===== config.mk =====
export PLATFORM = sky130hd
export DESIGN_NAME = lru_open_handle_cache_unit_flat
export DESIGN_NICKNAME = d
export VERILOG_FILES = /design/src/design/lohc_pkg.sv /design/src/design/lohc_if.sv /design/src/design/lru_open_handle_cache_unit.sv /design/src/design/lohc_slot_mem.sv /design/src/design/lohc_rank_table.sv /design/src/flat_wrapper.sv
export SDC_FILE = /design/constraint.sdc
export NUM_CORES = 1
export LEC_CHECK = 0
export BUFFER_PORTS_ARGS = -buffer_cell sky130_fd_sc_hd__buf_4
export CORE_ASPECT_RATIO = 1.25
export CORE_MARGIN = 2
export CORE_UTILIZATION = 30
export CTS_CLUSTER_DIAMETER = 40
export DETAILED_ROUTE_END_ITERATION = 16
export HOLD_SLACK_MARGIN = 0.15
export PLACE_DENSITY = 0.52
export SKIP_CTS_REPAIR_TIMING = 1
export SLEW_MARGIN = 10
export SYNTH_ARGS = -nofsm -noshare
export SYNTH_HDL_FRONTEND = slang
export SYNTH_HIERARCHICAL = 1
export SYNTH_SLANG_ARGS = --single-unit
export TNS_END_PERCENT = 10

===== constraint.sdc =====
create_clock -name clock -period 6.3 [get_ports clock]
set_input_delay 0.315 -clock clock [delete_from_list [all_inputs] [get_ports clock]]
set_output_delay 0.315 -clock clock [all_outputs]
set_load 0.005 [all_outputs]

===== src/design/lohc_pkg.sv =====
// Package with the shared types and constants of the open handle cache.
package lohc_pkg;

   // Fixed widths of the channel fields.
   localparam int unsigned ID_PORT_W = 16;
   localparam int unsigned COUNT_PORT_W = 5;
   localparam int unsigned LIMIT_W = 5;

   // Reset value of the open limit register.
   localparam logic [LIMIT_W-1:0] LIMIT_RESET = 5'd16;

   // Defaults and bounds of the top level parameters.
   localparam int unsigned CAPACITY_DEFAULT = 16;
   localparam int unsigned SLOT_ID_BITS_DEFAULT = 16;
   localparam int unsigned CAPACITY_MAX = 64;
   localparam int unsigned IDX_MAX_W = 6;

   // Command codes.
   localparam logic CMD_ACCESS = 1'b0;
   localparam logic CMD_CLOSE = 1'b1;

   // Sequencer states.
   typedef enum logic [1:0] {
      ST_IDLE,
      ST_SCAN,
      ST_UPDATE
   } lohc_state_type;

   // Kinds of update applied to the rank table.
   typedef enum logic [1:0] {
      OP_NONE,
      OP_CLOSE,
      OP_TOUCH,
      OP_OPEN
   } lohc_op_type;

   // One update of the rank table.
   typedef struct packed {
      lohc_op_type kind;
      logic evict;
      logic [IDX_MAX_W-1:0] hit_idx;
      logic [IDX_MAX_W-1:0] hit_age;
      logic [IDX_MAX_W-1:0] victim_idx;
      logic [IDX_MAX_W-1:0] fill_idx;
   } lohc_upd_type;

endpackage


===== src/design/lohc_if.sv =====
// Channel interfaces for command beats and result beats.
interface lohc_req_if;
   logic valid;
   logic ready;
   logic cmd;
   logic [lohc_pkg::ID_PORT_W-1:0] slot_id;

   modport source (output valid, output cmd, output slot_id, input ready);
   modport sink (input valid, input cmd, input slot_id, output ready);
endinterface

interface lohc_rsp_if;
   logic valid;
   logic ready;
   logic was_open;
   logic evicted;
   logic [lohc_pkg::ID_PORT_W-1:0] evicted_slot;
   logic [lohc_pkg::COUNT_PORT_W-1:0] open_count;

   modport source (output valid, output was_open, output evicted, output evicted_slot,
                   output open_count, input ready);
   modport sink (input valid, input was_open, input evicted, input evicted_slot,
                 input open_count, output ready);
endinterface


===== src/design/lru_open_handle_cache_unit.sv =====
// Top level of the least-recently-used open handle cache.
//
// Command beats arrive on req_bus: cmd 0 touches or opens slot_id, cmd 1 closes it.
// Every command gives one result beat on rsp_bus: the hit flag, the eviction flag
// with the evicted slot id, and the number of open entries afterward.
// The open limit is written through csr_wr_en and csr_wr_data; the user must write
// it only while idle, which the block itself does not enforce. A limit of 0 acts
// as 1 and one above CAPACITY acts as CAPACITY. Slot ids live in a synchronous
// memory with one read port and one write port that is scanned one entry a cycle;
// recency ranks and valid marks live in flip-flops updated in parallel. A command
// passes through the accept step, a scan of every entry through the registered
// memory read port, and one update step.
// The result sits in an output register, so the next command is accepted while
// it waits; if the result is still not taken when the next update is due, the
// update waits until the receiver takes it.
// Reset clears all valid marks and the open count and sets the limit to 16 at once.
module lru_open_handle_cache_unit #(
   parameter int unsigned CAPACITY = lohc_pkg::CAPACITY_DEFAULT,
   parameter int unsigned SLOT_ID_BITS = lohc_pkg::SLOT_ID_BITS_DEFAULT
) (
   input  logic                          clock,
   input  logic                          reset,
   lohc_req_if.sink                      req_bus,
   lohc_rsp_if.source                    rsp_bus,
   input  logic                          csr_wr_en,
   input  logic [lohc_pkg::LIMIT_W-1:0]  csr_wr_data
);

   localparam int unsigned IDX_W = (CAPACITY > 1) ? $clog2(CAPACITY) : 1;
   localparam int unsigned COUNT_W = $clog2(CAPACITY + 1);
   localparam int unsigned CMP_W = COUNT_W + lohc_pkg::LIMIT_W + 1;
   localparam int unsigned IDX_EXT_W = IDX_W + lohc_pkg::IDX_MAX_W;
   localparam int unsigned ID_EXT_W = SLOT_ID_BITS + lohc_pkg::ID_PORT_W;
   localparam int unsigned CNT_EXT_W = COUNT_W + lohc_pkg::COUNT_PORT_W;

   lohc_pkg::lohc_state_type state_ff, state_in;

   logic [lohc_pkg::LIMIT_W-1:0] limit_ff;
   logic [COUNT_W-1:0]           count_ff, count_in;
   logic                         cmd_ff, cmd_in;
   logic [SLOT_ID_BITS-1:0]      id_ff, id_in;
   logic [COUNT_W-1:0]           scan_cnt_ff, scan_cnt_in;
   logic                         cmp_vld_ff, cmp_vld_in;
   logic [IDX_W-1:0]             cmp_idx_ff, cmp_idx_in;
   logic                         hit_ff, hit_in;
   logic [IDX_W-1:0]             hit_idx_ff, hit_idx_in;
   logic [IDX_W-1:0]             hit_age_ff, hit_age_in;
   logic [IDX_W-1:0]             vic_idx_ff, vic_idx_in;
   logic [SLOT_ID_BITS-1:0]      vic_id_ff, vic_id_in;
   logic                         free_found_ff, free_found_in;
   logic [IDX_W-1:0]             free_idx_ff, free_idx_in;

   logic                                  rsp_valid_ff, rsp_valid_in;
   logic                                  rsp_was_open_ff, rsp_was_open_in;
   logic                                  rsp_evicted_ff, rsp_evicted_in;
   logic [lohc_pkg::ID_PORT_W-1:0]        rsp_slot_ff, rsp_slot_in;
   logic [lohc_pkg::COUNT_PORT_W-1:0]     rsp_count_ff, rsp_count_in;

   logic                    req_take;
   logic [IDX_W-1:0]        rd_addr;
   logic [SLOT_ID_BITS-1:0] rd_data;
   logic                    mem_wr_en;
   logic [IDX_W-1:0]        fill_idx;
   logic                    ent_valid;
   logic [IDX_W-1:0]        ent_age;
   logic                    full;
   logic                    evict;
   logic [CMP_W-1:0]        cmp_count;
   logic [CMP_W-1:0]        cmp_limit;
   lohc_pkg::lohc_upd_type  upd;

   assign req_take = req_bus.valid && req_bus.ready;
   assign req_bus.ready = (state_ff == lohc_pkg::ST_IDLE);

   lohc_slot_mem #(
      .DEPTH (CAPACITY),
      .WIDTH (SLOT_ID_BITS),
      .AW    (IDX_W)
   ) u_slot_mem (
      .clock   (clock),
      .rd_addr (rd_addr),
      .rd_data (rd_data),
      .wr_en   (mem_wr_en),
      .wr_addr (fill_idx),
      .wr_data (id_ff)
   );

   lohc_rank_table #(
      .CAPACITY (CAPACITY),
      .IDX_W    (IDX_W)
   ) u_rank_table (
      .clock    (clock),
      .reset    (reset),
      .upd      (upd),
      .rd_idx   (cmp_idx_ff),
      .rd_valid (ent_valid),
      .rd_age   (ent_age)
   );

   // Effective limit, clamped to 1..CAPACITY, against the open count.
   always_comb begin
      cmp_count = CMP_W'(count_ff);
      cmp_limit = CMP_W'(limit_ff);
      if (cmp_limit == '0) begin
         cmp_limit = CMP_W'(1);
      end else if (cmp_limit > CMP_W'(CAPACITY)) begin
         cmp_limit = CMP_W'(CAPACITY);
      end
      full = (cmp_count >= cmp_limit);
   end

   assign evict = (cmd_ff == lohc_pkg::CMD_ACCESS) && !hit_ff && full;

   // An eviction frees the victim, which wins when it sits below the first hole.
   assign fill_idx = (evict && (!free_found_ff || vic_idx_ff < free_idx_ff)) ?
                     vic_idx_ff : free_idx_ff;

   // Sequencer: accept, scan the memory, then commit the update and the result.
   always_comb begin
      state_in = state_ff;
      cmd_in = cmd_ff;
      id_in = id_ff;
      scan_cnt_in = scan_cnt_ff;
      cmp_vld_in = 1'b0;
      cmp_idx_in = scan_cnt_ff[IDX_W-1:0];
      hit_in = hit_ff;
      hit_idx_in = hit_idx_ff;
      hit_age_in = hit_age_ff;
      vic_idx_in = vic_idx_ff;
      vic_id_in = vic_id_ff;
      free_found_in = free_found_ff;
      free_idx_in = free_idx_ff;
      count_in = count_ff;
      rd_addr = scan_cnt_ff[IDX_W-1:0];
      mem_wr_en = 1'b0;
      upd = '0;
      upd.kind = lohc_pkg::OP_NONE;
      rsp_valid_in = rsp_valid_ff && !rsp_bus.ready;
      rsp_was_open_in = rsp_was_open_ff;
      rsp_evicted_in = rsp_evicted_ff;
      rsp_slot_in = rsp_slot_ff;
      rsp_count_in = rsp_count_ff;

      case (state_ff)
         lohc_pkg::ST_IDLE: begin
            if (req_take) begin
               cmd_in = req_bus.cmd;
               // Only the low SLOT_ID_BITS bits of the id take part.
               id_in = SLOT_ID_BITS'(ID_EXT_W'(req_bus.slot_id));
               scan_cnt_in = '0;
               hit_in = 1'b0;
               free_found_in = 1'b0;
               state_in = lohc_pkg::ST_SCAN;
            end
         end
         lohc_pkg::ST_SCAN: begin
            // Issue one read a cycle while entries remain.
            if (scan_cnt_ff < COUNT_W'(CAPACITY)) begin
               cmp_vld_in = 1'b1;
               scan_cnt_in = scan_cnt_ff + 1'b1;
            end
            // Examine the entry whose read data has just arrived.
            if (cmp_vld_ff) begin
               if (ent_valid && rd_data == id_ff) begin
                  hit_in = 1'b1;
                  hit_idx_in = cmp_idx_ff;
                  hit_age_in = ent_age;
               end
               if (ent_valid && COUNT_W'(ent_age) == count_ff - 1'b1) begin
                  vic_idx_in = cmp_idx_ff;
                  vic_id_in = rd_data;
               end
               if (!ent_valid && !free_found_ff) begin
                  free_found_in = 1'b1;
                  free_idx_in = cmp_idx_ff;
               end
               if (cmp_idx_ff == IDX_W'(CAPACITY - 1)) begin
                  state_in = lohc_pkg::ST_UPDATE;
               end
            end
         end
         lohc_pkg::ST_UPDATE: begin
            // Commit once the output register is free.
            if (!rsp_valid_ff || rsp_bus.ready) begin
               upd.hit_idx = lohc_pkg::IDX_MAX_W'(IDX_EXT_W'(hit_idx_ff));
               upd.hit_age = lohc_pkg::IDX_MAX_W'(IDX_EXT_W'(hit_age_ff));
               upd.victim_idx = lohc_pkg::IDX_MAX_W'(IDX_EXT_W'(vic_idx_ff));
               upd.fill_idx = lohc_pkg::IDX_MAX_W'(IDX_EXT_W'(fill_idx));
               upd.evict = evict;
               if (cmd_ff == lohc_pkg::CMD_CLOSE) begin
                  if (hit_ff) begin
                     upd.kind = lohc_pkg::OP_CLOSE;
                     count_in = count_ff - 1'b1;
                  end
               end else if (hit_ff) begin
                  upd.kind = lohc_pkg::OP_TOUCH;
               end else begin
                  upd.kind = lohc_pkg::OP_OPEN;
                  mem_wr_en = 1'b1;
                  if (!evict) begin
                     count_in = count_ff + 1'b1;
                  end
               end
               rsp_valid_in = 1'b1;
               rsp_was_open_in = hit_ff;
               rsp_evicted_in = evict;
               rsp_slot_in = evict ? lohc_pkg::ID_PORT_W'(ID_EXT_W'(vic_id_ff)) : '0;
               rsp_count_in = lohc_pkg::COUNT_PORT_W'(CNT_EXT_W'(count_in));
               state_in = lohc_pkg::ST_IDLE;
            end
         end
         default: begin
            state_in = lohc_pkg::ST_IDLE;
         end
      endcase
   end

   // Control registers.
   always_ff @(posedge clock) begin
      if (reset) begin
         state_ff <= lohc_pkg::ST_IDLE;
         count_ff <= '0;
         limit_ff <= lohc_pkg::LIMIT_RESET;
         cmp_vld_ff <= 1'b0;
         rsp_valid_ff <= 1'b0;
      end else begin
         state_ff <= state_in;
         count_ff <= count_in;
         cmp_vld_ff <= cmp_vld_in;
         rsp_valid_ff <= rsp_valid_in;
         if (csr_wr_en) begin
            limit_ff <= csr_wr_data;
         end
      end
   end

   // Payload and scan bookkeeping registers.
   always_ff @(posedge clock) begin
      cmd_ff <= cmd_in;
      id_ff <= id_in;
      scan_cnt_ff <= scan_cnt_in;
      cmp_idx_ff <= cmp_idx_in;
      hit_ff <= hit_in;
      hit_idx_ff <= hit_idx_in;
      hit_age_ff <= hit_age_in;
      vic_idx_ff <= vic_idx_in;
      vic_id_ff <= vic_id_in;
      free_found_ff <= free_found_in;
      free_idx_ff <= free_idx_in;
      rsp_was_open_ff <= rsp_was_open_in;
      rsp_evicted_ff <= rsp_evicted_in;
      rsp_slot_ff <= rsp_slot_in;
      rsp_count_ff <= rsp_count_in;
   end

   assign rsp_bus.valid = rsp_valid_ff;
   assign rsp_bus.was_open = rsp_was_open_ff;
   assign rsp_bus.evicted = rsp_evicted_ff;
   assign rsp_bus.evicted_slot = rsp_slot_ff;
   assign rsp_bus.open_count = rsp_count_ff;

   // A hit never evicts.
   assert property (@(posedge clock) disable iff (reset)
      rsp_bus.valid |-> !(rsp_bus.was_open && rsp_bus.evicted))
      else $error("result beat reports both a hit and an eviction");

   // The open count never exceeds the table size.
   assert property (@(posedge clock) disable iff (reset)
      CMP_W'(count_ff) <= CMP_W'(CAPACITY))
      else $error("open count exceeds capacity");

   // An accepted command starts the scan.
   assert property (@(posedge clock) disable iff (reset)
      req_take |=> state_ff == lohc_pkg::ST_SCAN)
      else $error("accepted command did not start a scan");

   // A miss that opens an entry always has a free place to fill.
   assert property (@(posedge clock) disable iff (reset)
      (state_ff == lohc_pkg::ST_UPDATE && mem_wr_en) |-> (free_found_ff || evict))
      else $error("open without a free entry");

endmodule


===== src/design/lohc_slot_mem.sv =====
// Synchronous memory holding the slot id of each table entry.
module lohc_slot_mem #(
   parameter int unsigned DEPTH = lohc_pkg::CAPACITY_DEFAULT,
   parameter int unsigned WIDTH = lohc_pkg::SLOT_ID_BITS_DEFAULT,
   parameter int unsigned AW = 4
) (
   input  logic             clock,
   input  logic [AW-1:0]    rd_addr,
   output logic [WIDTH-1:0] rd_data,
   input  logic             wr_en,
   input  logic [AW-1:0]    wr_addr,
   input  logic [WIDTH-1:0] wr_data
);

   logic [WIDTH-1:0] slot_mem [DEPTH];
   logic [WIDTH-1:0] rd_data_ff;

   // One write port.
   always_ff @(posedge clock) begin
      if (wr_en) begin
         slot_mem[wr_addr] <= wr_data;
      end
   end

   // One read port with registered data.
   always_ff @(posedge clock) begin
      rd_data_ff <= slot_mem[rd_addr];
   end

   assign rd_data = rd_data_ff;

endmodule


===== src/design/lohc_rank_table.sv =====
// Valid marks and recency ranks of the entries, with parallel rank updates.
module lohc_rank_table #(
   parameter int unsigned CAPACITY = lohc_pkg::CAPACITY_DEFAULT,
   parameter int unsigned IDX_W = 4
) (
   input  logic                 clock,
   input  logic                 reset,
   input  lohc_pkg::lohc_upd_type upd,
   input  logic [IDX_W-1:0]     rd_idx,
   output logic                 rd_valid,
   output logic [IDX_W-1:0]     rd_age
);

   logic             valid_ff [CAPACITY];
   logic             valid_in [CAPACITY];
   logic [IDX_W-1:0] age_ff [CAPACITY];
   logic [IDX_W-1:0] age_in [CAPACITY];

   // Every entry computes its own next valid mark and rank.
   always_comb begin
      logic [lohc_pkg::IDX_MAX_W-1:0] pos;
      logic [IDX_W-1:0] ref_age;
      ref_age = upd.hit_age[IDX_W-1:0];
      for (int i = 0; i < CAPACITY; i++) begin
         pos = lohc_pkg::IDX_MAX_W'(i);
         valid_in[i] = valid_ff[i];
         age_in[i] = age_ff[i];
         case (upd.kind)
            lohc_pkg::OP_CLOSE: begin
               if (pos == upd.hit_idx) begin
                  valid_in[i] = 1'b0;
                  age_in[i] = '0;
               end else if (valid_ff[i] && age_ff[i] > ref_age) begin
                  age_in[i] = age_ff[i] - 1'b1;
               end
            end
            lohc_pkg::OP_TOUCH: begin
               if (pos == upd.hit_idx) begin
                  age_in[i] = '0;
               end else if (valid_ff[i] && age_ff[i] < ref_age) begin
                  age_in[i] = age_ff[i] + 1'b1;
               end
            end
            lohc_pkg::OP_OPEN: begin
               if (upd.evict && pos == upd.victim_idx) begin
                  valid_in[i] = 1'b0;
                  age_in[i] = '0;
               end else if (valid_ff[i]) begin
                  age_in[i] = age_ff[i] + 1'b1;
               end
               if (pos == upd.fill_idx) begin
                  valid_in[i] = 1'b1;
                  age_in[i] = '0;
               end
            end
            default: begin
               valid_in[i] = valid_ff[i];
            end
         endcase
      end
   end

   // Marks and ranks clear at reset.
   always_ff @(posedge clock) begin
      for (int i = 0; i < CAPACITY; i++) begin
         if (reset) begin
            valid_ff[i] <= 1'b0;
            age_ff[i] <= '0;
         end else begin
            valid_ff[i] <= valid_in[i];
            age_ff[i] <= age_in[i];
         end
      end
   end

   // The scan reads one entry a cycle.
   assign rd_valid = valid_ff[rd_idx];
   assign rd_age = age_ff[rd_idx];

endmodule


===== src/flat_wrapper.sv =====
// flat-port wrapper written by rule: the top's interface ports become plain ports
module lru_open_handle_cache_unit_flat 
#(
   parameter int unsigned CAPACITY = lohc_pkg::CAPACITY_DEFAULT,
   parameter int unsigned SLOT_ID_BITS = lohc_pkg::SLOT_ID_BITS_DEFAULT
)
  (clock, reset, csr_wr_en, csr_wr_data, req_bus_valid, req_bus_cmd, req_bus_slot_id, req_bus_ready, rsp_bus_valid, rsp_bus_was_open, rsp_bus_evicted, rsp_bus_evicted_slot, rsp_bus_open_count, rsp_bus_ready);
  lohc_req_if req_bus_i ();
  lohc_rsp_if rsp_bus_i ();
  input  logic clock;
  input  logic reset;
  input  logic csr_wr_en;
  input  logic [lohc_pkg::LIMIT_W-1:0] csr_wr_data;
  input wire logic [$bits(req_bus_i.valid)-1:0] req_bus_valid;
  input wire logic [$bits(req_bus_i.cmd)-1:0] req_bus_cmd;
  input wire logic [$bits(req_bus_i.slot_id)-1:0] req_bus_slot_id;
  output wire logic [$bits(req_bus_i.ready)-1:0] req_bus_ready;
  output wire logic [$bits(rsp_bus_i.valid)-1:0] rsp_bus_valid;
  output wire logic [$bits(rsp_bus_i.was_open)-1:0] rsp_bus_was_open;
  output wire logic [$bits(rsp_bus_i.evicted)-1:0] rsp_bus_evicted;
  output wire logic [$bits(rsp_bus_i.evicted_slot)-1:0] rsp_bus_evicted_slot;
  output wire logic [$bits(rsp_bus_i.open_count)-1:0] rsp_bus_open_count;
  input wire logic [$bits(rsp_bus_i.ready)-1:0] rsp_bus_ready;
  assign req_bus_i.valid = req_bus_valid;
  assign req_bus_i.cmd = req_bus_cmd;
  assign req_bus_i.slot_id = req_bus_slot_id;
  assign req_bus_ready = req_bus_i.ready;
  assign rsp_bus_valid = rsp_bus_i.valid;
  assign rsp_bus_was_open = rsp_bus_i.was_open;
  assign rsp_bus_evicted = rsp_bus_i.evicted;
  assign rsp_bus_evicted_slot = rsp_bus_i.evicted_slot;
  assign rsp_bus_open_count = rsp_bus_i.open_count;
  assign rsp_bus_i.ready = rsp_bus_ready;
  lru_open_handle_cache_unit #(.CAPACITY(CAPACITY), .SLOT_ID_BITS(SLOT_ID_BITS)) u_core (.clock(clock), .reset(reset), .req_bus(req_bus_i), .rsp_bus(rsp_bus_i), .csr_wr_en(csr_wr_en), .csr_wr_data(csr_wr_data));
endmodule

==> impl_table.tex <==
\begin{tabular}{lr}
\hline
Metric & Value \\
\hline
\multicolumn{2}{l}{\textbf{Power and ir drop}} \\
Static leakage & 9.83 nW \\
Peak supply drop & 0.292 mV \\
Power density over the cells & 280 nW/um\^{}2 \\
\multicolumn{2}{l}{\textbf{CTS}} \\
Total clock buffers created by CTS & 82 \\
CTS tree & built \\
Clock-pin slew on the worst setup and hold paths & 0.05 ns \\
Clk Tree Root Cell & sky130\_fd\_sc\_hd\_\_clkbuf\_16 \\
CTS sink cnt & 449 \\
Clk buf depth & 3 \\
H-tree depth reported by CTS & 3 \\
Worst-Skew Late Latency & 0.64 ns \\
\multicolumn{2}{l}{\textbf{Drt}} \\
Total wirelength of the detailed-routed design & 69,000 um \\
Post-DR wirelength/cell & 21.4 um \\
Antenna Violating Nets Remaining & 0 \\
Starting DRC count in detailed routing & 1,504 \\
DR DRC count & 0 \\
DR vias & 17,700 \\
Via density per instance & 5.51 \\
TritonRoute pass-1 iters & 7 \\
\multicolumn{2}{l}{\textbf{Floorplanning}} \\
Vert. Die Dim & 318 um \\
X dimension of the die & 255 um \\
Floorplan die area & 81,200 um\^{}2 \\
Initial standard-cell utilization of the core & 0.302 \\
Rows & 115 \\
Count of pins on the block boundary & 52 \\
Area of the core & 78,400 um\^{}2 \\
\multicolumn{2}{l}{\textbf{Worst setup path}} \\
Max FO, Critical Path & 23 \\
Category of the critical setup timing path & reg -> reg \\
Register-to-register path setup slack & 1.16 ns \\
Critical Path Start Type & flip-flop \\
Worst path max stage delay & 0.94 ns \\
Crit end category & flip-flop \\
Worst Path Arrival & 5.58 ns \\
CP cell instances & inv\_1 > ha\_1 > o2111ai\_2 > o21ai\_2 > o21ai\_2 > mux2\_2 > nor4\_2 > a22oi\_1 > a22o\_1 > o21a\_1 > a2111oi\_0 > a211oi\_1 \\
Slowest stage cell on the critical path & sky130\_fd\_sc\_hd\_\_nor4\_2 \\
CP dominant cell by count & sky130\_fd\_sc\_hd\_\_o21ai\_2 \\
Data required time at the worst endpoint & 6.74 ns \\
\multicolumn{2}{l}{\textbf{Synth}} \\
Largest area contributor in the synthesized netlist & sky130\_fd\_sc\_hd\_\_edfxtp\_1 \\
Asr flop ratio synth & 0 \\
Part of the Yosys area used for sequential elements & 0.521 \\
Most frequently used cell type in the post-synthesis netlist & sky130\_fd\_sc\_hd\_\_edfxtp\_1 \\
Count of flip-flops with a built-in enable after synthesis & 335 \\
Mean instance size in the synthesized netlist & 12.0 um\^{}2 \\
Instance count of the mapped netlist & 1,970 \\
Area share of the largest cell type after synthesis & 0.425 \\
Biggest area contributors in the synthesized netlist & sky130\_fd\_sc\_hd\_\_edfxtp\_1, sky130\_fd\_sc\_hd\_\_dfxtp\_1, sky130\_fd\_sc\_hd\_\_mux4\_2 \\
Post-synth top flop & sky130\_fd\_sc\_hd\_\_edfxtp\_1 \\
Post-synth design cell area & 23,700 um\^{}2 \\
Post-synth cell types & 106 \\
Ranking of synthesized cells by instance count & sky130\_fd\_sc\_hd\_\_edfxtp\_1, sky130\_fd\_sc\_hd\_\_a21oi\_1, sky130\_fd\_sc\_hd\_\_nand2\_1 \\
Number of synthesized register bits & 449 \\
Synth Warn \# & 6 \\
\multicolumn{2}{l}{\textbf{Timing}} \\
Final worst path period share & 0.816 \\
Max transition margin & 0.243 \\
Setup total negative slack & 0 ns \\
Maximum frequency from static timing analysis & 0.194 GHz \\
Transition time at the pin with the least slew margin & 1.13 ns \\
Final Hold Fails & 0 \\
Final setup skew & 0.0487 ns \\
Setup violations, final & 0 \\
Setup repair after global routing missed its margin & no \\
Post-layout min period & 5.14 ns \\
Max-slew violation total from the final report & 0 \\
\multicolumn{2}{l}{\textbf{Run}} \\
Number of violations of the max-capacitance limit & 0 \\
\multicolumn{2}{l}{\textbf{GRT}} \\
Number of global-route vias before repair & 18,000 \\
Maximum number of pins on one net before global-route repair & 68 \\
Overall fraction of global-route tracks in use & 0.168 \\
Global-route congestion overflow total & 0 \\
Global-route wire length before repair & 106,000 um \\
Initial antenna violation count & 0 \\
\multicolumn{2}{l}{\textbf{Final layout}} \\
Layout-stage area growth over the synthesis result & 20.3\% \\
Layout cells sized above 1 & 0.175 \\
Number of nets at the end of the flow & 2,232 \\
Antenna cells & 0 \\
Post-layout instance count excluding filler cells & 3,218 \\
FILL cells & 7,532 \\
\multicolumn{2}{l}{\textbf{Status}} \\
Outcome & finished clean \\
\multicolumn{2}{l}{\textbf{Placed design}} \\
Buffers on Ports & 51 \\
Placed Cells & 3,032 \\
Half-perimeter wire length after placement & 45,200 um \\
Final Wtd Congestion & 0.854 \\
\multicolumn{2}{l}{\textbf{Hold path}} \\
Classification of the worst-slack hold path & in -> reg \\
\hline
\end{tabular}
==> report_power, final <==
part	leakage, nW	internal (mW)	switching (mW)
Combinational	4.56	0.183	0.212
Sequential	3.95	3.23	0.0701
Clock	1.32	2.72	1.55
Total	9.83	6.14	1.83
==> worst paths after layout <==
check,from,end,cells after the start
max,u_core/cmd_ff,u_core/u_rank_table/age_ff[1][1],12
max reg2reg,u_core/cmd_ff,u_core/u_rank_table/age_ff[1][1],12
min reg2reg,u_core/u_slot_mem/rd_data[0],u_core/vic_id_ff[0],0
min,reset,u_core/u_rank_table/age_ff[12][2],2
==> layout make-up <==
cell class / instances / area [um^2] / share of cell area
clock buffers: 105 / 2220 / 0.0779
clock inverters: 47 / 533 / 0.0187
inverters: 76 / 285 / 0.0100
multi-input cells: 1360 / 10700 / 0.377
flip-flops and latches: 449 / 12300 / 0.433
well taps: 1053 / 1320 / 0.0463
repair buffers: 128 / 1050 / 0.0367
==> worst max-delay path, delay by kind of cell (launching register included) <==
kind / cells / cell delay [ns]
adder cells (fa/ha/maj): 1 / 0.25
AND/OR/NAND/NOR: 1 / 0.94
AO/OA/AOI/OAI: 8 / 2.66
multiplexers: 1 / 0.40
flip-flops: 1 / 0.55
buffers and inverters: 1 / 0.14
==> layer usage <==
metal	global-route usage	wire, um	up-vias
met5	0	0	-
met4	0.0704	2760	0
met3	0.0299	3670	171
met2	0.289	34400	621
met1	0.207	28200	8910
li1	-	-	8025
==> cells by family (layout without fill, tap and decap cells) <==
family / Yosys count / count (layout) / synth area share
fa+ha+maj: 108 / 108 / 0.0571
mux: 104 / 104 / 0.0931
compound gates: 555 / 555 / 0.164
xor+xnor: 41 / 41 / 0.0152
simple gates: 518 / 518 / 0.116
other cells: 1 / 34 / 0.000158
flops: 449 / 449 / 0.521
buf+inv: 194 / 356 / 0.0336
==> layout by cell type, fill, tap and decap left out, drive strengths merged, types with 9 or more instances in the layout <==
cell,count
nand3,66
dlygate4sd3,34
and2,24
nor4,18
inv,79
buf,94
nand2b,15
nand4,25
nand2,115
a31oi,14
mux4,89
dfxtp,114
nor3,44
a211o,18
o31ai,28
o21ai,68
o41ai,18
o22a,10
and3,19
mux2,10
a31o,9
clkbuf,105
nor2,118
xnor2,33
a221oi,14
edfxtp,335
conb,34
a22oi,45
nor2b,36
clkinv,34
a2bb2oi,11
a21oi,148
o22ai,19
ha,108
a211oi,32
o211ai,28
==> per-stage QoR <==
stage          total power [mW]  instance area (um^2)  hold slack (ns)   util  setup slack (ns)
2_1_floorplan              3.61                 23800            0.391      -              2.32
6_report                   7.97                 28500            0.171  0.363              1.16
3_3_place_gp               3.74                 25400            0.440  0.324              1.57
3_5_place_dp               3.74                 25400            0.447  0.324              1.30
5_1_grt                    8.24                 28500            0.173  0.363             0.871
4_1_cts                    8.05                 28100           -0.189  0.359              1.25
==> flip-flops by register name, summed over array words and instances, names as in the netlist, 2 cells and up <==
name	count
u_core/u_slot_mem/slot_mem	256
u_core/u_rank_table/age_ff	64
u_core/id_ff	16
u_core/rsp_bus.evicted_slot	16
u_core/u_rank_table/valid_ff	16
u_core/u_slot_mem/rd_data	16
u_core/vic_id_ff	16
u_core/count_ff	5
u_core/limit_ff	5
u_core/rsp_bus.open_count	5
u_core/scan_cnt_ff	5
u_core/cmp_idx_ff	4
u_core/free_idx_ff	4
u_core/hit_age_ff	4
u_core/hit_idx_ff	4
u_core/vic_idx_ff	4
u_core/state_ff	2
Note: power is estimated with default switching activity, not from simulation.
